$ cat config.mk
export PLATFORM = sky130hd
export DESIGN_NAME = rrr_ctrl
export DESIGN_NICKNAME = d
export VERILOG_FILES = /design/src/design/rrr_pkg.sv /design/src/design/rrr_ctrl.sv
export SDC_FILE = /design/constraint.sdc
export NUM_CORES = 1
export LEC_CHECK = 0
export BUFFER_PORTS_ARGS = -buffer_cell sky130_fd_sc_hd__buf_2
export CAP_MARGIN = 20
export CORE_AREA = 8 8 45 47
export CTS_CLUSTER_SIZE = 12
export DETAILED_ROUTE_END_ITERATION = 8
export DIE_AREA = 0 0 53 55
export PLACE_DENSITY_LB_ADDON = 0.05
export SYNTH_ARGS = -nofsm -noshare
export SYNTH_HDL_FRONTEND = slang
export SYNTH_SLANG_ARGS = --single-unit
$ cat constraint.sdc
create_clock -name clk -period 1.3 [get_ports clk]
set_clock_uncertainty 0.05 [all_clocks]
set_input_delay 0.195 -clock clk [delete_from_list [all_inputs] [get_ports clk]]
set_output_delay 0.195 -clock clk [all_outputs]
set_load 0.02 [all_outputs]
$ cat src/design/rrr_pkg.sv
// shared types, codes and sizes for the resource region registry
package rrr_pkg;

  localparam int OWNER_SLOTS  = 16;
  localparam int REGION_SLOTS = 32;

  localparam int OWN_IDX_W = $clog2(OWNER_SLOTS);
  localparam int OWN_CNT_W = $clog2(OWNER_SLOTS + 1);
  localparam int REG_IDX_W = $clog2(REGION_SLOTS);
  localparam int REG_CNT_W = $clog2(REGION_SLOTS + 1);
  localparam int SLOT_W    = 5;

  typedef enum logic [2:0] {
    OP_ADD_OWNER         = 3'd0,
    OP_ADD_REGION        = 3'd1,
    OP_DEL_OWNER         = 3'd2,
    OP_DEL_OWNER_REGIONS = 3'd3,
    OP_DEL_REGION        = 3'd4,
    OP_FIND              = 3'd5
  } op_t;

  typedef enum logic [2:0] {
    ST_OK         = 3'd0,
    ST_FULL       = 3'd1,
    ST_BAD_HANDLE = 3'd2,
    ST_FREE       = 3'd3,
    ST_ZERO_ADDR  = 3'd4
  } status_t;

  typedef enum logic [1:0] {
    S_IDLE,
    S_CHECK,
    S_SCAN,
    S_RESP
  } ctrl_state_t;

  typedef struct packed {
    logic [2:0]  op;
    logic [3:0]  owner_id;
    logic [4:0]  region_id;
    logic [63:0] address;
    logic [39:0] region_size;
    logic [31:0] region_type;
    logic [63:0] user_word;
  } in_item_t;

  typedef struct packed {
    logic [2:0]  status;
    logic [4:0]  slot;
    logic        found;
    logic [4:0]  hit_slot;
    logic [3:0]  hit_owner;
    logic [63:0] hit_base;
    logic [39:0] hit_size;
    logic [31:0] hit_type;
    logic [63:0] hit_user;
  } out_item_t;

  typedef struct packed {
    logic [3:0]  owner;
    logic [63:0] base;
    logic [39:0] size;
    logic [31:0] kind;
    logic [63:0] user;
  } region_entry_t;

  // controller to datapath
  typedef struct packed {
    logic load;
    logic exec;
    logic scan_init;
    logic scan_step;
    logic finish;
  } dp_cmd_t;

  // datapath to controller
  typedef struct packed {
    logic scan_needed;
    logic scan_end;
  } dp_sts_t;

endpackage

$ cat src/design/rrr_ctrl.sv
// sequencing state machine for the resource region registry
module rrr_ctrl (
  input  logic            clk,
  input  logic            rst_n,
  input  logic            start,
  input  rrr_pkg::dp_sts_t sts,
  output rrr_pkg::dp_cmd_t cmd,
  output logic            busy,
  output logic            out_valid
);
  import rrr_pkg::*;

  ctrl_state_t state_r, state_nxt;

  always_ff @(posedge clk) begin
    if (!rst_n) begin
      state_r <= S_IDLE;
    end else begin
      state_r <= state_nxt;
    end
  end

  always_comb begin
    state_nxt = state_r;
    cmd       = '0;
    busy      = 1'b1;
    out_valid = 1'b0;
    case (state_r)
      S_IDLE: begin
        busy = 1'b0;
        if (start) begin
          cmd.load  = 1'b1;
          state_nxt = S_CHECK;
        end
      end
      S_CHECK: begin
        if (sts.scan_needed) begin
          cmd.scan_init = 1'b1;
          state_nxt     = S_SCAN;
        end else begin
          cmd.exec  = 1'b1;
          state_nxt = S_RESP;
        end
      end
      S_SCAN: begin
        cmd.scan_step = 1'b1;
        if (sts.scan_end) begin
          cmd.finish = 1'b1;
          state_nxt  = S_RESP;
        end
      end
      S_RESP: begin
        // result shows this cycle; a new item may already be taken
        busy      = 1'b0;
        out_valid = 1'b1;
        if (start) begin
          cmd.load  = 1'b1;
          state_nxt = S_CHECK;
        end else begin
          state_nxt = S_IDLE;
        end
      end
      default: begin
        state_nxt = S_IDLE;
      end
    endcase
  end

endmodule

==> results.md, run 1 <==
| Item | This run |
| --- | --- |
| Result of the run | complete, but fails checks |
| Tot GR Track Use | 4.48% |
| Async S/R FF share, synth | 0% |
| Antenna violations before repair | 0 |
| Register with the most flip-flops | state_r |
| Largest driver fanout on the critical path | 4 |
| Main combinational cell family by area after synthesis | adder cells |
| TritonCTS clock tree | done |
| Syn_nets | 31 |
| Power Density | 1970 nW/µm² |
| Share of power burned in registers | 15.8% |
| Leading register cell type out of synthesis | sky130_fd_sc_hd__dfxtp_1 |
| Share of cells above drive strength 1 | 79.5% |
| Half-perimeter wire length after placement | 483 µm |
| Remaining routing DRC violations | 0 |
| Clock slew at reported path FFs | 0.03 ns |
| Net switching fraction of the power | 39.9% |
| Die Y-Extent | 55 µm |
| Diodes inserted | 0 |
| Highest Clock Rate | 711 MHz |
| Cell area after layout | 440 µm² |
| Arrival time of the worst setup path | 1.46 ns |
| Compound-cell area share of the yosys netlist | 19.9% |
| Critical-path top delay cell | sky130_fd_sc_hd__dfxtp_4 |
| Worst hold path class | in -> reg |
| Count of max-cap constraint violations | 0 |
| Reported leakage power | 0.000193 µW |
| Starting Density | 14.1% |
| Clock buffers created by TritonCTS | 3 |
| Root Buffer | sky130_fd_sc_hd__clkbuf_4 |
| Max-slew violation count | 0 |
| Part of the power in combinational logic | 68.6% |
| Deepest clock path buffer count | 2 |
| DRC violation total after the first TritonRoute iteration | 0 |
| Most frequent cell after synthesis | sky130_fd_sc_hd__ha_1 |
| Number of vias per cell after detailed routing | 3.85 |
| Period utilization | 108% |
| Violations in the final reports | negative setup slack |
| Detailed Route WL | 584 µm |
| H-tree levels | 1 |
| Clock group share of total power | 15.6% |
| Area of the core | 1380 µm² |
| Quantity of I/O buffers inserted on ports | 11 |
| Routed vias | 212 |
| Number of unique standard cell types used by synthesis | 11 |
| Worst Tran Pin Value | 0.214 ns |
| Synthesis Warnings | 0 |
| Largest register FFs | 2 |
| Top Registers | state_r x2 |
| Area growth from synthesis to layout | 126% |
| Crit. End Element | flip-flop |
| Setup TNS | -0.415 ns |
| Req. time, crit path | 1.35 ns |
| Parity-gate share of the synthesized area counting xor and xnor cells | 0% |
| Reg2reg path depth | 4 |
| Total standard cell area after synthesis | 195 µm² |
| Post-Syn Instances | 21 |
| Number of enable flip-flop cells after synthesis | 0 |
| Worst skew pair latency | 0.22 ns |
| Post-synthesis register bit count | 2 |
| Share of the yosys chip area belonging to registers | 20.5% |
| Final layout net count | 51 |
| Final-report hold violation count | 0 |
| Wirelength per Cell | 10.6 µm |
| Simple-gate area share of the yosys netlist | 23.7% |
| Number of sinks driven by the clock tree | 2 |
| Worst vdd ir | 677 µV |
| Area post-placement | 334 µm² |
| Setup repair after global routing missed its margin | true |
| Avg Cell Area, Syn | 9.29 µm² |
| Depth of the worst hold-timing path | 2 |
| List of most frequent post-synthesis cells | 5 x sky130_fd_sc_hd__ha_1, 3 x sky130_fd_sc_hd__nor2b_1 |
| Post-synthesis mux area share | 0% |
| Worst setup path category | reg -> reg |
| Global-route congestion overflow total | 0 |
| I/O pin count | 12 |
| Maximum number of pins on one net before global-route repair | 5 |
| Final setup slack of the worst path | -0.106 ns |
| Total internal power | 521 µW |
| Number of placement rows | 14 |
| Floorplan die width | 53 µm |
| Router iterations before antenna repair | 1 |
| Number of failing setup endpoints in the final timing report | 5 |
| Leading area contributor after synthesis | sky130_fd_sc_hd__ha_1 |
| Cell Chain, Critical Path | buf_4 -> ha_4 -> a211o_1 -> o311a_1 |
| Top cells by area, synth | sky130_fd_sc_hd__ha_1 32%, sky130_fd_sc_hd__dfxtp_1 21%, sky130_fd_sc_hd__nor2b_1 9.6% |
| Longest individual stage delay on the worst path | 0.36 ns |
| Number of global-route vias before repair | 220 |
| Gp weighted congestion | 0.684 |
| Fill cell count | 145 |
| Net switching component of the power | 347 µW |
| Wire length of the first global-routing pass | 897 µm |
| Final min period | 1.41 ns |
| Yosys top cell area share | 32.1% |
| Remaining antenna violation count after routing | 0 |
| Synth Area in Adders | 32.1% |
| Kind of start point of the critical path | flip-flop |
| Floorplan die area | 2920 µm² |
| Slew HR | 85.7% |
-- kinds of logic (layout without fill, tap and decap cells) --
| group | after synthesis | in the layout |
|---|---|---|
| AOI/OAI and AO/OA | 5 | 5 |
| adders and majority gates | 5 | 5 |
| buffers and inverters | 2 | 20 |
| DFF | 2 | 2 |
| and+or+nand+nor | 7 | 7 |
-- worst paths after layout --
check                           startpoint         end  slack, ns
worst min-delay path                 rst_n  state_r[1]       0.15
worst max-delay path            state_r[1]  state_r[0]      -0.11
worst min register to register  state_r[1]  state_r[1]       0.57
worst max register to register  state_r[1]  state_r[0]      -0.11
-- per-stage QoR --
stage | power [µW] | worst slack (ns) | instances | hold slack [ns] | utilization, %
after floorplan | 451 | -0.00712 | 21 | 0.262 | -
after global placement | 578 | -0.0550 | 49 | 0.375 | 24.1
after detailed placement | 571 | -0.0731 | 49 | 0.379 | 24.1
after CTS | 890 | -0.115 | 55 | 0.147 | 31.6
after global routing | 932 | -0.140 | 55 | 0.145 | 31.8
final | 868 | -0.106 | 55 | 0.151 | 31.8
-- cell usage in the layout, fill, tap and decap left out --
| cell | instances |
|---|---|
| sky130_fd_sc_hd__a211o_1 | 1 |
| sky130_fd_sc_hd__and2_1 | 1 |
| sky130_fd_sc_hd__and2_4 | 1 |
| sky130_fd_sc_hd__and2b_2 | 1 |
| sky130_fd_sc_hd__buf_2 | 5 |
| sky130_fd_sc_hd__buf_4 | 3 |
| sky130_fd_sc_hd__buf_6 | 7 |
| sky130_fd_sc_hd__clkbuf_4 | 3 |
| sky130_fd_sc_hd__dfxtp_4 | 2 |
| sky130_fd_sc_hd__ha_2 | 1 |
| sky130_fd_sc_hd__ha_4 | 4 |
| sky130_fd_sc_hd__inv_4 | 1 |
| sky130_fd_sc_hd__inv_6 | 1 |
| sky130_fd_sc_hd__nor2b_1 | 1 |
| sky130_fd_sc_hd__nor2b_2 | 2 |
| sky130_fd_sc_hd__nor3b_1 | 1 |
| sky130_fd_sc_hd__o21a_1 | 2 |
| sky130_fd_sc_hd__o21ai_1 | 1 |
| sky130_fd_sc_hd__o311a_1 | 1 |
-- power by group through the flow --
stage,combinational (µW),sequential [µW],clock [µW]
after floorplan,314,137,0
after global placement,434,144,0
after detailed placement,426,145,0
after CTS,605,138,146
after global routing,639,141,152
final,596,137,136
-- layout make-up --
cell class	count	area, µm²	area share, %
multi-input combinational	17	209	47.4
timing repair buffer	15	126	28.7
sequential	2	47.5	10.8
clock buffer	3	22.5	5.11
tap	16	20.0	4.55
inverter	2	15.0	3.41
-- routing by layer --
metal	vias to the layer above	GRT usage (%)	wire length (µm)	share of wire, %
li1	109	-	-	-
met1	94	4.55	250	43
met2	9	6.45	270	46
met3	0	2.67	63	11
met4	0	3.88	0	0
met5	-	0	0	0
-- timing repair --
action                                  4_1_cts  5_1_grt
hold buffers                                  0        0
endpoints found under the setup margin        8        8
buffers inserted                              3        0
gates resized for setup                      17        1
pin swaps                                     1        0
hold endpoints to repair                      0        0
-- critical path: cells and delay by family, from the launching register on --
family / cells / cell delay, ns
compound gates: 2 / 0.59
fa+ha+maj: 1 / 0.15
buf+inv: 1 / 0.14
flops: 1 / 0.36
(Power assumes the default switching activity.)
==> inputs of run 2 (changes only) <==
==> constraint.sdc (replaced) <==
create_clock -name clk -period 1.3 [get_ports clk]
set_clock_uncertainty 0.05 [all_clocks]
set_input_delay 0.13 -clock clk [delete_from_list [all_inputs] [get_ports clk]]
set_output_delay 0.13 -clock clk [all_outputs]
set_load 0.02 [all_outputs]
==> results.md, run 2 (synthesis gave the netlist of run 1 again) <==
| Item | This run |
| --- | --- |
| Result of the run | complete, but fails checks |
| Violations in the final reports | negative setup slack |
| Crit. End Element | output port |
| Req. time, crit path | 1.12 ns |
| Worst hold path class | in -> reg |
| Number of failing setup endpoints in the final timing report | 4 |
| Worst skew pair latency | 0.22 ns |
| Slew HR | 84.2% |
| Final-report hold violation count | 0 |
| Stages on worst setup path | 5 |
| Clock buffers created by TritonCTS | 3 |
| Top Registers | state_r x2 |
| Net switching fraction of the power | 41.0% |
| Number of placement rows | 14 |
| Arrival time of the worst setup path | 1.15 ns |
| Worst vdd ir | 564 µV |
| Die Y-Extent | 55 µm |
| Wirelength per Cell | 11.1 µm |
| Antenna violations before repair | 0 |
| Worst Tran Pin Value | 0.236 ns |
| Share of cells above drive strength 1 | 75.0% |
| WP buf/inv | 3 |
| Diodes inserted | 0 |
| Reg2reg start | state_r[0] |
| H-tree levels | 1 |
| Remaining antenna violation count after routing | 0 |
| Kind of start point of the critical path | flip-flop |
| Commonest non-fill, non-tap cells in the layout | 6 x sky130_fd_sc_hd__buf_2, 5 x sky130_fd_sc_hd__buf_6, 3 x sky130_fd_sc_hd__ha_4, 3 x sky130_fd_sc_hd__clkbuf_4 |
| Clock group share of total power | 17.0% |
| Leading cell type in the layout, fill and taps excluded | sky130_fd_sc_hd__buf_2 |
| Area of the core | 1380 µm² |
| TritonCTS clock tree | done |
| Final cell count without fillers | 52 |
| Count of max-cap constraint violations | 0 |
| Number of vias per cell after detailed routing | 3.92 |
| Floorplan die area | 2920 µm² |
| Final setup slack of the worst path | -0.0314 ns |
| Critical path origin | state_r[0] |
| Worst setup path category | reg -> out |
| Longest individual stage delay on the worst path | 0.37 ns |
| Reg2reg path depth | 4 |
| Worst setup path endpoint | cmd[0] |
| Area post-placement | 288 µm² |
| Half-perimeter wire length after placement | 488 µm |
| Fill cell count | 160 |
| Floorplan die width | 53 µm |
| DRC violation total after the first TritonRoute iteration | 0 |
| Power Density | 1970 nW/µm² |
| Deepest clock path buffer count | 2 |
| CP dominant cell by count | sky130_fd_sc_hd__buf_6 |
| Part of the power in combinational logic | 64.5% |
| Register-to-Register Setup Slack | -0.02 ns |
| Number of sinks driven by the clock tree | 2 |
| Highest Clock Rate | 751 MHz |
| Number of global-route vias before repair | 228 |
| Largest driver fanout on the critical path | 4 |
| Largest register FFs | 2 |
| Maximum number of pins on one net before global-route repair | 5 |
| Cell area after layout | 398 µm² |
| Register with the most flip-flops | state_r |
| Max-slew violation count | 0 |
| Quantity of I/O buffers inserted on ports | 11 |
| Cts hold-fix bufs | 0 |
| Gp weighted congestion | 0.689 |
| Detailed Route WL | 579 µm |
| Starting Density | 14.1% |
| Final min period | 1.33 ns |
| Routed vias | 204 |
| Final layout net count | 48 |
| Cell Chain, Critical Path | inv_6 -> ha_4 -> buf_6 -> and2_4 -> buf_6 |
| Root Buffer | sky130_fd_sc_hd__clkbuf_4 |
| Setup repair after global routing missed its margin | true |
| Net switching component of the power | 321 µW |
| Postcts setup bufs | 0 |
| Reported leakage power | 0.000180 µW |
| Startpoint of the most critical hold path | rst_n |
| Wire length of the first global-routing pass | 966 µm |
| I/O pin count | 12 |
| Critical R2R Capture | state_r[0] |
| Router iterations before antenna repair | 1 |
| Area growth from synthesis to layout | 104% |
| Family with the most delay on the worst path | flip-flops |
| Critical-path top delay cell | sky130_fd_sc_hd__dfxtp_4 |
| Placed insts | 49 |
| Period utilization | 102% |
| Share of power burned in registers | 18.5% |
| Clock slew at reported path FFs | 0.03 ns |
| Total internal power | 463 µW |
| Global-route congestion overflow total | 0 |
| Tot GR Track Use | 5.02% |
| Remaining routing DRC violations | 0 |
==> run 2: stage by stage <==
stage               utilization [%]  total power, µW  worst slack [ns]  setup TNS [ns]  hold slack [ns]
floorplan                         -              380           -0.0290         -0.0290            0.197
global placement               20.8              495           -0.0555         -0.0949            0.312
detailed placement             20.8              491           -0.0635         -0.0944            0.319
CTS                            27.4              760           -0.0444          -0.117           0.0811
global route                   28.8              861           -0.0813          -0.268           0.0839
finish                         28.8              784           -0.0314         -0.0777           0.0897
==> run 2: worst min-delay path by stage <==
stage	to	depth (start not counted)
2_1_floorplan	state_r[1]	1
3_3_place_gp	state_r[1]	2
3_5_place_dp	state_r[1]	2
4_1_cts	state_r[1]	2
5_1_grt	state_r[1]	2
6_report	state_r[1]	2
==> run 2: per-layer routing <==
metal | track usage [%] | share of wire, % | routed length [µm]
met5 | 0 | 0 | 0
met4 | 6.47 | 0 | 0
met3 | 3.48 | 16 | 91
met2 | 6.84 | 45 | 261
met1 | 4.38 | 39 | 226
==> run 2: timing repair <==
item,4_1_cts,5_1_grt
gates resized for setup,19,7
pin swaps,2,1
endpoints found under the setup margin,8,7
hold endpoints to repair,0,0
==> run 2: area by class of cell <==
class | instances | area (µm²) | area share, %
multi-input cells | 17 | 196 | 49.4
repair buffers | 12 | 93.8 | 23.6
flip-flops and latches | 2 | 47.5 | 11.9
clock buffers | 3 | 22.5 | 5.66
well taps | 16 | 20.0 | 5.03
inverters | 2 | 17.5 | 4.40
==> run 2: power groups by stage <==
stage | Sequential, µW | Combinational [µW] | Clock, µW
6_report | 145 | 506 | 133
4_1_cts | 138 | 479 | 144
3_3_place_gp | 107 | 388 | 0
2_1_floorplan | 102 | 278 | 0
5_1_grt | 149 | 560 | 152
3_5_place_dp | 107 | 384 | 0
==> inputs of run 3 (changes only) <==
- CELL_PAD_IN_SITES_DETAIL_PLACEMENT: default -> 1
- CELL_PAD_IN_SITES_GLOBAL_PLACEMENT: default -> 1
- clock period: 1.3 -> 1.2 ns (I/O delays scaled with it)
==> results.md, run 3 (synthesis gave the netlist of run 1 again) <==
| Item | This run |
| --- | --- |
| Final setup slack of the worst path | -0.143 ns |
| Deepest clock path buffer count | 2 |
| Wirelength per Cell | 11.7 µm |
| Gp weighted congestion | 0.674 |
| Number of placement rows | 14 |
| Final-report hold violation count | 0 |
| Req. time, crit path | 1.03 ns |
| Postcts setup bufs | 0 |
| Reported leakage power | 0.000189 µW |
| Count of max-cap constraint violations | 0 |
| Final min period | 1.34 ns |
| Quantity of I/O buffers inserted on ports | 11 |
| H-tree levels | 1 |
| Remaining antenna violation count after routing | 0 |
| Number of vias per cell after detailed routing | 4.02 |
| Crit. End Element | output port |
| Result of the run | complete, but fails checks |
| Final layout net count | 48 |
| Highest Clock Rate | 744 MHz |
| Half-perimeter wire length after placement | 520 µm |
| Remaining routing DRC violations | 0 |
| Wire length of the first global-routing pass | 1.01 mm |
| Largest register FFs | 2 |
| Area of the core | 1380 µm² |
| Routed vias | 209 |
| Area growth from synthesis to layout | 124% |
| Router iterations before antenna repair | 2 |
| Worst skew pair latency | 0.22 ns |
| Antenna violations before repair | 0 |
| Slew HR | 88.3% |
| Number of global-route vias before repair | 251 |
| Kind of start point of the critical path | flip-flop |
| Detailed Route WL | 609 µm |
| Die Y-Extent | 55 µm |
| Final cell count without fillers | 52 |
| Cell area after layout | 438 µm² |
| Arrival time of the worst setup path | 1.17 ns |
| Setup TNS | -0.680 ns |
| Worst Tran Pin Value | 0.175 ns |
| Leading cell type in the layout, fill and taps excluded | sky130_fd_sc_hd__buf_6 |
| Power Density | 2150 nW/µm² |
| Floorplan die width | 53 µm |
| Commonest non-fill, non-tap cells in the layout | 7 x sky130_fd_sc_hd__buf_6, 5 x sky130_fd_sc_hd__buf_2, 4 x sky130_fd_sc_hd__ha_4, 3 x sky130_fd_sc_hd__nor2b_4, 3 x sky130_fd_sc_hd__clkbuf_4 |
| Starting Density | 14.1% |
| TritonCTS clock tree | done |
| Top Registers | state_r x2 |
| Share of cells above drive strength 1 | 80.6% |
| Clock slew at reported path FFs | 0.03 ns |
| Number of failing setup endpoints in the final timing report | 8 |
| Largest driver fanout on the critical path | 4 |
| Final worst hold slack | 0.0710 ns |
| Register-to-Register Setup Slack | -0.13 ns |
| Violations in the final reports | negative setup slack |
| Area post-placement | 334 µm² |
| Maximum number of pins on one net before global-route repair | 5 |
| Diodes inserted | 0 |
| DRC violation total after the first TritonRoute iteration | 1 |
| Root Buffer | sky130_fd_sc_hd__clkbuf_4 |
| Floorplan die area | 2920 µm² |
| Clock buffers created by TritonCTS | 3 |
| Placed insts | 49 |
| Max-slew violation count | 0 |
| Worst hold path class | in -> reg |
| Register with the most flip-flops | state_r |
| Global-route congestion overflow total | 0 |
| Number of sinks driven by the clock tree | 2 |
| Cts hold-fix bufs | 0 |
| Tot GR Track Use | 4.86% |
| I/O pin count | 12 |
| Period utilization | 112% |
| Worst setup path category | reg -> out |
| Setup repair after global routing missed its margin | true |
| Worst vdd ir | 932 µV |
[run 3: cell types whose count changed in the layout (fill, tap and decap cells not counted), moves of 2 or more]
cell                      delta
sky130_fd_sc_hd__ha_1        -2
sky130_fd_sc_hd__nor2b_4     +3
sky130_fd_sc_hd__buf_6       +2
sky130_fd_sc_hd__nor2b_2     -2
[run 3: repair_timing]
action,in CTS,in global routing
endpoints found under the setup margin,8,8
cloned,0,0
gates resized for setup,21,2
pin swaps,4,0
[run 3: report_power, final]
group / internal, µW / total [µW] / leakage (µW) / switching [µW]
sequential: 106 / 164 / 0.0000178 / 58.5
clock: 110 / 142 / 0.0000138 / 32.4
combinational: 340 / 634 / 0.000158 / 294
total: 555 / 940 / 0.000189 / 385
[run 3: routing by layer]
layer	vias to the layer above	track usage, %	part of all wire (%)
met2	10	7.03	42
met3	0	1.87	9.2
li1	102	-	-
met5	-	0	0
met1	97	5.60	48
met4	0	3.88	0
[run 3: area by class of cell]
type,count,area (µm²)
Tap cell,16,20.0
Timing Repair Buffer,12,104
Sequential cell,2,47.5
Clock buffer,3,22.5
Inverter,2,17.5
Multi-Input combinational cell,17,226
Fill cell,161,946
[run 3: critical path, cell delays in order, from the launching register on]
cell                      delay [ns]
sky130_fd_sc_hd__dfxtp_4        0.38
sky130_fd_sc_hd__inv_6          0.06
sky130_fd_sc_hd__ha_4           0.16
sky130_fd_sc_hd__buf_6          0.11
sky130_fd_sc_hd__and2_4         0.13
sky130_fd_sc_hd__buf_6          0.12
[run 3: through the flow]
step / power, µW / setup slack, ns / utilization (%)
final: 940 / -0.143 / 31.6
after floorplan: 489 / -0.107 / -
after global routing: 1020 / -0.192 / 31.6
after global placement: 617 / -0.171 / 24.1
after detailed placement: 625 / -0.177 / 24.1
after CTS: 946 / -0.158 / 31.1
[run 3: final timing paths]
| check | start | to | cells after the start |
|---|---|---|---|
| min reg2reg | state_r[1] | state_r[1] | 2 |
| max | state_r[0] | cmd[0] | 5 |
| max reg2reg | state_r[1] | state_r[0] | 4 |
| min | rst_n | state_r[1] | 2 |
